===== src/hdl/gbwd_pkg.sv =====
// gbwd_pkg: shared types and constants for the GPU bound window detector.
// Used by every module of the block; depends on nothing.
package gbwd_pkg;

  typedef struct packed {
    logic [6:0]  load_percent;
    logic [11:0] freq_mhz;
    logic        measure_enable;
    logic [31:0] power_sample;
    logic [39:0] elapsed_ns;
    logic        sample_error;
  } in_t;

  typedef struct packed {
    logic        gpu_bound;
    logic        release_sampling;
    logic [31:0] power_measure;
  } out_t;

  typedef enum logic [2:0] {
    ST_IDLE,
    ST_EVAL,
    ST_MUL,
    ST_TQ,
    ST_DIV_P,
    ST_RESULT
  } state_t;

  typedef struct packed {
    logic capture;
    logic eval;
    logic mul;
    logic take_tq;
    logic take_pm;
    logic load_out;
  } cmd_t;

  typedef struct packed {
    logic measure_tick;
    logic div_done;
    logic tq_zero;
  } status_t;

  localparam int unsigned CFG_IDX_W = 1;
  localparam logic [CFG_IDX_W-1:0] REG_BOUND_LEVEL      = 1'd0;
  localparam logic [CFG_IDX_W-1:0] REG_DETECTION_ENABLE = 1'd1;

  localparam int unsigned DIV_W = 32;
  localparam int unsigned DIV_CNT_W = 6;

  localparam logic [6:0]  LOAD_BUSY_MIN   = 7'd45;
  localparam logic [3:0]  IDLE_LIMIT      = 4'd10;
  localparam logic [3:0]  IDLE_MAX        = 4'd15;
  localparam logic [31:0] THRESHOLD_RESET = 32'd300;
  localparam logic [9:0]  POWER_SCALE     = 10'd1000;
  localparam logic [31:0] TIME_SCALE      = 32'd4000;
  localparam int unsigned TIME_SHIFT      = 8;

  // sum / 4000 = ((sum >> 5) * ceil(2^34 / 125)) >> 34, exact for 27-bit operands
  localparam int unsigned TQ_PRE_SHIFT  = 5;
  localparam int unsigned TQ_POST_SHIFT = 34;
  localparam int unsigned TQ_W          = 21;
  localparam logic [27:0] TQ_RECIP      = 28'd137438954;

endpackage


===== src/hdl/gpu_bound_window_detector.sv =====
// gpu_bound_window_detector: top level, joins the controller and the datapath.
// Depends on gbwd_pkg, gbwd_ctrl, gbwd_dp.
//
//   channel  | handshake                 | payload
//   ---------+---------------------------+-------------------------------
//   input    | in_valid / in_ready       | in_data  (gbwd_pkg::in_t)
//   output   | out_valid / out_ready     | out_data (gbwd_pkg::out_t)
//   config   | cfg_we                    | cfg_index, cfg_wdata
//
// One tick at a time. A tick without a measurement goes through EVAL to RESULT;
// a measuring tick with a zero time quotient through EVAL, MUL and TQ; any other
// measuring tick waits in DIV_P for the divider (scaled power by time sum / 4000).
// Reset clears the window, sums, idle count and config to their defaults.
// The finished result sits in the output register; the next transfer is taken
// while it waits, and the sequencer stalls only when a second result is ready.
module gpu_bound_window_detector #(
  parameter int unsigned WINDOW_SAMPLES = 5
) (
  input  logic                            clk,
  input  logic                            rst,
  input  logic                            in_valid,
  output logic                            in_ready,
  input  gbwd_pkg::in_t                   in_data,
  output logic                            out_valid,
  input  logic                            out_ready,
  output gbwd_pkg::out_t                  out_data,
  input  logic                            cfg_we,
  input  logic [gbwd_pkg::CFG_IDX_W-1:0]  cfg_index,
  input  logic [31:0]                     cfg_wdata
);

  gbwd_pkg::cmd_t    cmd;
  gbwd_pkg::status_t status;

  gbwd_ctrl u_ctrl (
    .clk       (clk),
    .rst       (rst),
    .in_valid  (in_valid),
    .in_ready  (in_ready),
    .out_valid (out_valid),
    .out_ready (out_ready),
    .status    (status),
    .cmd       (cmd)
  );

  gbwd_dp #(
    .WINDOW_SAMPLES (WINDOW_SAMPLES)
  ) u_dp (
    .clk       (clk),
    .rst       (rst),
    .cfg_we    (cfg_we),
    .cfg_index (cfg_index),
    .cfg_wdata (cfg_wdata),
    .in_data   (in_data),
    .out_data  (out_data),
    .cmd       (cmd),
    .status    (status)
  );

endmodule


===== src/hdl/gbwd_div.sv =====
// gbwd_div: restoring unsigned divider, one quotient bit per cycle.
// Depends on gbwd_pkg for the operand width.
module gbwd_div (
  input  logic                         clk,
  input  logic                         rst,
  input  logic                         start,
  input  logic [gbwd_pkg::DIV_W-1:0]   dividend,
  input  logic [gbwd_pkg::DIV_W-1:0]   divisor,
  output logic                         done,
  output logic [gbwd_pkg::DIV_W-1:0]   quotient
);

  logic [gbwd_pkg::DIV_W-1:0]     rem;
  logic [gbwd_pkg::DIV_W-1:0]     rem_next;
  logic [gbwd_pkg::DIV_W-1:0]     quo;
  logic [gbwd_pkg::DIV_CNT_W-1:0] cnt;
  logic                           busy;
  logic [gbwd_pkg::DIV_W:0]       shifted;
  logic [gbwd_pkg::DIV_W:0]       trial;
  logic                           fits;

  always_comb begin
    shifted  = {rem, quo[gbwd_pkg::DIV_W-1]};
    trial    = shifted - {1'b0, divisor};
    fits     = !trial[gbwd_pkg::DIV_W];
    rem_next = fits ? trial[gbwd_pkg::DIV_W-1:0] : shifted[gbwd_pkg::DIV_W-1:0];
  end

  always_ff @(posedge clk) begin
    if (rst) begin
      busy <= 1'b0;
      done <= 1'b0;
      cnt  <= '0;
    end else begin
      done <= 1'b0;
      if (start) begin
        busy <= 1'b1;
        cnt  <= gbwd_pkg::DIV_CNT_W'(gbwd_pkg::DIV_W);
      end else if (busy) begin
        cnt <= cnt - 1'b1;
        if (cnt == gbwd_pkg::DIV_CNT_W'(1)) begin
          busy <= 1'b0;
          done <= 1'b1;
        end
      end
    end
  end

  always_ff @(posedge clk) begin
    if (start) begin
      rem <= '0;
      quo <= dividend;
    end else if (busy) begin
      rem <= rem_next;
      quo <= {quo[gbwd_pkg::DIV_W-2:0], fits};
    end
  end

  assign quotient = quo;

endmodule


===== src/hdl/gbwd_ctrl.sv =====
// gbwd_ctrl: sequencer for one tick, plus the output valid flag.
// Depends on gbwd_pkg for state, command and status types.
module gbwd_ctrl (
  input  logic                clk,
  input  logic                rst,
  input  logic                in_valid,
  output logic                in_ready,
  output logic                out_valid,
  input  logic                out_ready,
  input  gbwd_pkg::status_t   status,
  output gbwd_pkg::cmd_t      cmd
);

  gbwd_pkg::state_t state;
  gbwd_pkg::state_t state_next;
  logic             out_valid_next;

  always_ff @(posedge clk) begin
    if (rst) begin
      state     <= gbwd_pkg::ST_IDLE;
      out_valid <= 1'b0;
    end else begin
      state     <= state_next;
      out_valid <= out_valid_next;
    end
  end

  always_comb begin
    state_next = state;
    cmd        = '0;
    in_ready   = 1'b0;
    unique case (state)
      gbwd_pkg::ST_IDLE: begin
        in_ready = 1'b1;
        if (in_valid) begin
          cmd.capture = 1'b1;
          state_next  = gbwd_pkg::ST_EVAL;
        end
      end
      gbwd_pkg::ST_EVAL: begin
        cmd.eval   = 1'b1;
        state_next = status.measure_tick ? gbwd_pkg::ST_MUL : gbwd_pkg::ST_RESULT;
      end
      gbwd_pkg::ST_MUL: begin
        cmd.mul    = 1'b1;
        state_next = gbwd_pkg::ST_TQ;
      end
      gbwd_pkg::ST_TQ: begin
        cmd.take_tq = 1'b1;
        state_next  = status.tq_zero ? gbwd_pkg::ST_RESULT : gbwd_pkg::ST_DIV_P;
      end
      gbwd_pkg::ST_DIV_P: begin
        if (status.div_done) begin
          cmd.take_pm = 1'b1;
          state_next  = gbwd_pkg::ST_RESULT;
        end
      end
      gbwd_pkg::ST_RESULT: begin
        if (!out_valid || out_ready) begin
          cmd.load_out = 1'b1;
          state_next   = gbwd_pkg::ST_IDLE;
        end
      end
      default: state_next = gbwd_pkg::ST_IDLE;
    endcase
  end

  always_comb begin
    if (cmd.load_out) begin
      out_valid_next = 1'b1;
    end else if (out_ready) begin
      out_valid_next = 1'b0;
    end else begin
      out_valid_next = out_valid;
    end
  end

endmodule


===== src/hdl/gbwd_dp.sv =====
// gbwd_dp: config registers, idle tracking, sample window with running sums,
// scale multiply, divider and bound compare. Depends on gbwd_pkg, gbwd_div.
module gbwd_dp #(
  parameter int unsigned WINDOW_SAMPLES = 5
) (
  input  logic                                 clk,
  input  logic                                 rst,
  input  logic                                 cfg_we,
  input  logic [gbwd_pkg::CFG_IDX_W-1:0]       cfg_index,
  input  logic [31:0]                          cfg_wdata,
  input  gbwd_pkg::in_t                        in_data,
  output gbwd_pkg::out_t                       out_data,
  input  gbwd_pkg::cmd_t                       cmd,
  output gbwd_pkg::status_t                    status
);

  localparam int unsigned SLOT_W = (WINDOW_SAMPLES > 1) ? $clog2(WINDOW_SAMPLES) : 1;
  localparam logic [SLOT_W-1:0] SLOT_LAST = SLOT_W'(WINDOW_SAMPLES - 1);

  logic [31:0]       bound_level;
  logic              detection_enable;

  gbwd_pkg::in_t     in_q;
  logic [3:0]        idle_ticks;
  logic [3:0]        idle_inc;
  logic              sampling_attached;
  logic [SLOT_W-1:0] window_slot;
  logic [31:0]       power_window [WINDOW_SAMPLES];
  logic [31:0]       time_window  [WINDOW_SAMPLES];
  logic [31:0]       power_sum;
  logic [31:0]       time_sum;
  logic [31:0]       time_val;
  logic              busy_tick;

  logic [31:0]       power_scaled;
  logic [44:0]       bound_limit;
  logic [54:0]       time_prod;
  logic [gbwd_pkg::TQ_W-1:0] time_quo;
  logic [31:0]       power_measure;
  logic              gpu_bound;
  logic              release_sampling;

  logic              div_start;
  logic [31:0]       div_dividend;
  logic [31:0]       div_divisor;
  logic              div_done;
  logic [31:0]       div_quo;

  always_ff @(posedge clk) begin
    if (rst) begin
      bound_level      <= gbwd_pkg::THRESHOLD_RESET;
      detection_enable <= 1'b1;
    end else if (cfg_we) begin
      unique case (cfg_index)
        gbwd_pkg::REG_BOUND_LEVEL:      bound_level      <= cfg_wdata;
        gbwd_pkg::REG_DETECTION_ENABLE: detection_enable <= cfg_wdata[0];
        default: ;
      endcase
    end
  end

  always_comb begin
    busy_tick = in_q.load_percent >= gbwd_pkg::LOAD_BUSY_MIN;
    idle_inc  = (idle_ticks < gbwd_pkg::IDLE_MAX) ? idle_ticks + 4'd1 : idle_ticks;
    time_val  = 32'(in_q.elapsed_ns >> gbwd_pkg::TIME_SHIFT);
    time_prod = {28'd0, time_sum[31:gbwd_pkg::TQ_PRE_SHIFT]} * {27'd0, gbwd_pkg::TQ_RECIP};
  end

  assign status.measure_tick = busy_tick && in_q.measure_enable && !in_q.sample_error;
  assign status.div_done     = div_done;
  assign status.tq_zero      = time_quo == '0;

  always_ff @(posedge clk) begin
    if (cmd.capture) begin
      in_q <= in_data;
    end
  end

  always_ff @(posedge clk) begin
    if (rst) begin
      idle_ticks        <= '0;
      sampling_attached <= 1'b0;
      window_slot       <= '0;
      power_sum         <= '0;
      time_sum          <= '0;
      for (int i = 0; i < WINDOW_SAMPLES; i++) begin
        power_window[i] <= '0;
        time_window[i]  <= '0;
      end
    end else if (cmd.eval) begin
      if (!busy_tick) begin
        idle_ticks <= idle_inc;
        if (idle_inc > gbwd_pkg::IDLE_LIMIT && sampling_attached) begin
          sampling_attached <= 1'b0;
        end
      end else begin
        idle_ticks <= '0;
        if (status.measure_tick) begin
          sampling_attached         <= 1'b1;
          power_window[window_slot] <= in_q.power_sample;
          time_window[window_slot]  <= time_val;
          power_sum   <= power_sum - power_window[window_slot] + in_q.power_sample;
          time_sum    <= time_sum - time_window[window_slot] + time_val;
          window_slot <= (window_slot == SLOT_LAST) ? '0 : window_slot + 1'b1;
        end
      end
    end
  end

  always_ff @(posedge clk) begin
    if (cmd.eval) begin
      release_sampling <= !busy_tick && idle_inc > gbwd_pkg::IDLE_LIMIT && sampling_attached;
      power_measure    <= '0;
      gpu_bound        <= 1'b0;
    end else if (cmd.take_pm) begin
      power_measure <= div_quo;
      gpu_bound     <= detection_enable && in_q.freq_mhz != '0 &&
                       {13'd0, div_quo} >= bound_limit;
    end
  end

  always_ff @(posedge clk) begin
    if (cmd.mul) begin
      power_scaled <= 32'(power_sum * gbwd_pkg::POWER_SCALE);
      bound_limit  <= ({13'd0, bound_level} + 45'd1) * {33'd0, in_q.freq_mhz};
      time_quo     <= time_prod[gbwd_pkg::TQ_POST_SHIFT +: gbwd_pkg::TQ_W];
    end
  end

  always_comb begin
    div_start    = cmd.take_tq && !status.tq_zero;
    div_dividend = power_scaled;
    div_divisor  = {11'd0, time_quo};
  end

  gbwd_div u_div (
    .clk      (clk),
    .rst      (rst),
    .start    (div_start),
    .dividend (div_dividend),
    .divisor  (div_divisor),
    .done     (div_done),
    .quotient (div_quo)
  );

  always_ff @(posedge clk) begin
    if (cmd.load_out) begin
      out_data.gpu_bound        <= gpu_bound;
      out_data.release_sampling <= release_sampling;
      out_data.power_measure    <= power_measure;
    end
  end

endmodule

===== config.mk =====
export PLATFORM = sky130hd
export DESIGN_NAME = gpu_bound_window_detector
export DESIGN_NICKNAME = d
export VERILOG_FILES = /design/src/hdl/gbwd_pkg.sv /design/src/hdl/gpu_bound_window_detector.sv /design/src/hdl/gbwd_div.sv /design/src/hdl/gbwd_ctrl.sv /design/src/hdl/gbwd_dp.sv
export SDC_FILE = /design/constraint.sdc
export NUM_CORES = 2
export LEC_CHECK = 0
export ABC_AREA = 1
export BUFFER_PORTS_ARGS = -buffer_cell sky130_fd_sc_hd__buf_2
export CAP_MARGIN = 30
export CORE_ASPECT_RATIO = 2
export CORE_MARGIN = 4
export CORE_UTILIZATION = 65
export CTS_BUF_LIST = sky130_fd_sc_hd__clkbuf_16
export DETAILED_ROUTE_END_ITERATION = 16
export GPL_TIMING_DRIVEN = 0
export PLACE_DENSITY_LB_ADDON = 0.25
export SYNTH_ARGS = -nofsm -noshare
export SYNTH_HDL_FRONTEND = slang
export SYNTH_SLANG_ARGS = --single-unit

===== constraint.sdc =====
create_clock -name clk -period 10 [get_ports clk]
set_input_delay 0.5 -clock clk [delete_from_list [all_inputs] [get_ports clk]]
set_output_delay 0.5 -clock clk [all_outputs]
set_load 0.03 [all_outputs]

==> reports/qor.yml <==
logic_synthesis:
  ys_types: 58
  syn_nets: 9694
  async_reset_ff_share_pct: 0
  yosysTopAreaCellShare_pct: 30.2
  yosysSeqAreaShare_pct: 35.2
  yosys_warnings: 0
  ys_seq_elements: 914
  ys.flop_type: "edfxtp_1"
  synth_area_sq_um: 72900
  synth_area_leader_cell: "edfxtp_1"
  synth_cells: 8329
  syn_area_per_cell_sq_um: 8.75
  synth_edf_count: 732
  synthTopCellsByArea: "edfxtp_1 (30%), fa_1 (19%), ha_1 (9.4%)"
sta:
  finalCriticalPeriod_ns: 7.66
  rsz0062_at_grt: "false"
  fmax_mhz: 130
  slew_headroom_pct: 24.8
  tns_ns: 0
  slew_violations: 0
  setup_violations: 0
  hold_violations: 0
  finalClockSkew_ns: 0.0439
  tightest_slew_ns: 1.13
  fin_crit_sh_pct: 76.6
final_layout:
  layout_common_cells: "inv_1 (1577), nand2_1 (1439), nor2_1 (1239)"
  final_common_cell: "inv_1"
  layout.nets: 10100
  area_delta_synth_final_pct: 9.50
  drive_above_1_share_pct: 5.22
  fin_util_pct: 71.7
cts:
  cts.sink_count: 914
  cts-root-buf: "clkbuf_16"
  cts_tree: "built"
  htreeDepth: 3
  postCtsSetupBuffers: 0
  clkLatencyLatePin_ns: 0.72
  clk_pin_slew_ns: 0.07
  cts_buffer_depth: 3
  numCtsBuffers: 81
detailed_routing:
  ant_nets: 0
  wl_met1_um: 69200
  routed_via_density: 5.83
  wl_um: 229000
  wl_met2_um: 119000
  drc: 0
  routed.top_layer: "met4"
  dr_wl_met3_um: 13300
  vias: 59700
  dr.pass1.iters: 14
  wl_per_cell_um: 22.4
  dr.first_iter.drc_count: 4451
critical_path:
  r2r_start: "u_dp.bound_level[3]"
  crit_path_end_kind: "register"
  cpPeakStageDelay_ns: 0.66
  rrSetupSlack_ns: 2.34
  path_class: "reg2reg"
  crit_start: "u_dp.bound_level[3]"
  worstPathArrival_ns: 8.10
  worst-r2r-cell-count: 25
  cp_max_fo: 9
  crit_slowest_cell: "nor4_1"
  start_kind: "register"
  crit_end: "u_dp.bound_limit[31]"
  worstReg2RegEnd: "u_dp.bound_limit[31]"
  worstPathRequired_ns: 10.44
  cpMostUsedCell: "nand2_1"
die:
  die_w_um: 245
  row_count: 173
  start_util_pct: 65.5
  io_pins: 167
  dieArea_sq_um: 118000
  fp.dieH_um: 482
  core_region_area_sq_um: 111000
grt:
  grt_max_degree: 62
  grt_pass1_vias: 63300
  grt_pass1_wl_um: 347000
  antenna_found_initial: 3
  grt-ovfl-total: 0
  grt_util_all_layers_pct: 38.9
worst_hold_path:
  hp-class: "in2reg"
place:
  io_buffer_count: 154
  dp_hpwl_um: 185000
  routabilityCongestion: 1.05
power_and_ir_drop:
  powerDensity_nw_per_um2: 213
  p_leak_nw: 38.4
  irDropWorstVdd_v: 0.000290
run:
  drv_cap: 0
run_status:
  status: "completed"
## flip-flops by register name, summed over array words and instances (netlist names), 3 cells and up, named ones only
name	count
u_ctrl.state	3
u_dp.time_window	256
u_dp.u_div.cnt	6
u_dp.u_div.rem	32
u_dp.power_window	232
u_dp.bound_limit	45
u_dp.div_dividend	29
u_dp.window_slot	3
u_dp.power_measure	32
u_dp.in_q	82
u_dp.out_data	34
u_dp.idle_ticks	4
u_dp.u_div.quotient	32
u_dp.bound_level	32
u_dp.power_sum	29
u_dp.time_sum	32
u_dp.time_quo	21
## critical path: cells and delay by family (launching register included)
| kind | cells | cell delay (ns) |
|---|---|---|
| compound gates | 4 | 1.50 |
| fa+ha+maj | 6 | 2.87 |
| buf+inv | 6 | 0.94 |
| flops | 1 | 0.33 |
| simple gates | 9 | 1.79 |
## through the flow
stage	area (sq um)	setup slack (ns)	hold WS, ns	power [mW]	std cells
5_1_grt	79800	1.93	0.0412	18.0	10200
6_report	79800	2.34	0.0390	17.0	10200
3_3_place_gp	75500	-3.62	0.415	13.3	9970
4_1_cts	79800	2.41	0.00869	16.8	10200
3_5_place_dp	76100	2.46	0.414	13.5	10000
2_1_floorplan	72900	2.39	0.400	10.5	8329
## what timing repair did
item                                   CTS  global route
gates resized for setup                  0             0
endpoints found under the hold margin   82             0
hold buffers                            82             0
## how the worst min path moves through the flow
stage	end	start	slack, ns	cells after the start
2_1_floorplan	u_dp.out_data[32]	u_dp.release_sampling	0.40	0
3_3_place_gp	u_dp.out_data[14]	u_dp.power_measure[14]	0.41	0
3_5_place_dp	u_dp.out_data[7]	u_dp.power_measure[7]	0.41	0
4_1_cts	u_dp.bound_level[22]	cfg_wdata[22]	0.009	3
5_1_grt	u_dp.bound_level[8]	cfg_wdata[8]	0.04	3
6_report	u_dp.bound_level[22]	cfg_wdata[22]	0.04	3
## cells by family after synthesis
kind of cell / after synthesis / share of synthesized area, %
xor gates and xnor gates: 131 / 1.59
and+or+nand+nor: 3190 / 17.8
DFF: 914 / 35.2
AOI/OAI and AO/OA: 1032 / 7.71
adders and majority gates: 1234 / 28.2
buffers and inverters: 1828 / 9.54
## power by group
part	switching [mW]	internal, mW	total [mW]	leakage [nW]
combinational	6.06	2.85	8.90	28.4
sequential	0.221	4.57	4.79	8.53
clock	1.51	1.83	3.35	1.41
## area by class of cell
type | count | area (sq um)
Clock inverter | 65 | 754
Inverter | 1598 | 6000
Tap cell | 1487 | 1860
Antenna cell | 2 | 5.00
Clock buffer | 82 | 2050
Timing Repair Buffer | 284 | 2180
Sequential cell | 914 | 25600
Multi-Input combinational cell | 5587 | 40400
Fill cell | 8630 | 31400
Buffer | 230 | 951
## synthesized netlist by cell type, types with 10 or more instances
library cell  instances
nor2_2               16
a21o_1               31
a31oi_1              81
buf_1                16
nor4_1               15
inv_2                10
xor2_1               84
nand3_1             290
a21oi_1             317
clkinv_1             25
a21boi_0             11
nand2_1            1444
o211ai_1             10
or2_2                16
ha_1                548
fa_1                686
nand3b_1             12
xnor2_1              45
dfxtp_1             182
edfxtp_1            732
buf_2                45
nor2_1             1240
o22ai_1              59
nand4_1              55
o21bai_1             28
o21ai_0             471
inv_1              1562
nor3_1               64
clkbuf_1            164
## metal layers
metal,global-route usage (%),up-vias
met3,5.96,1142
met2,71.2,2854
li1,-,27200
met4,37.2,0
met1,36.0,28600
met5,0,-
No activity file was read; power rests on OpenSTA's default activity.
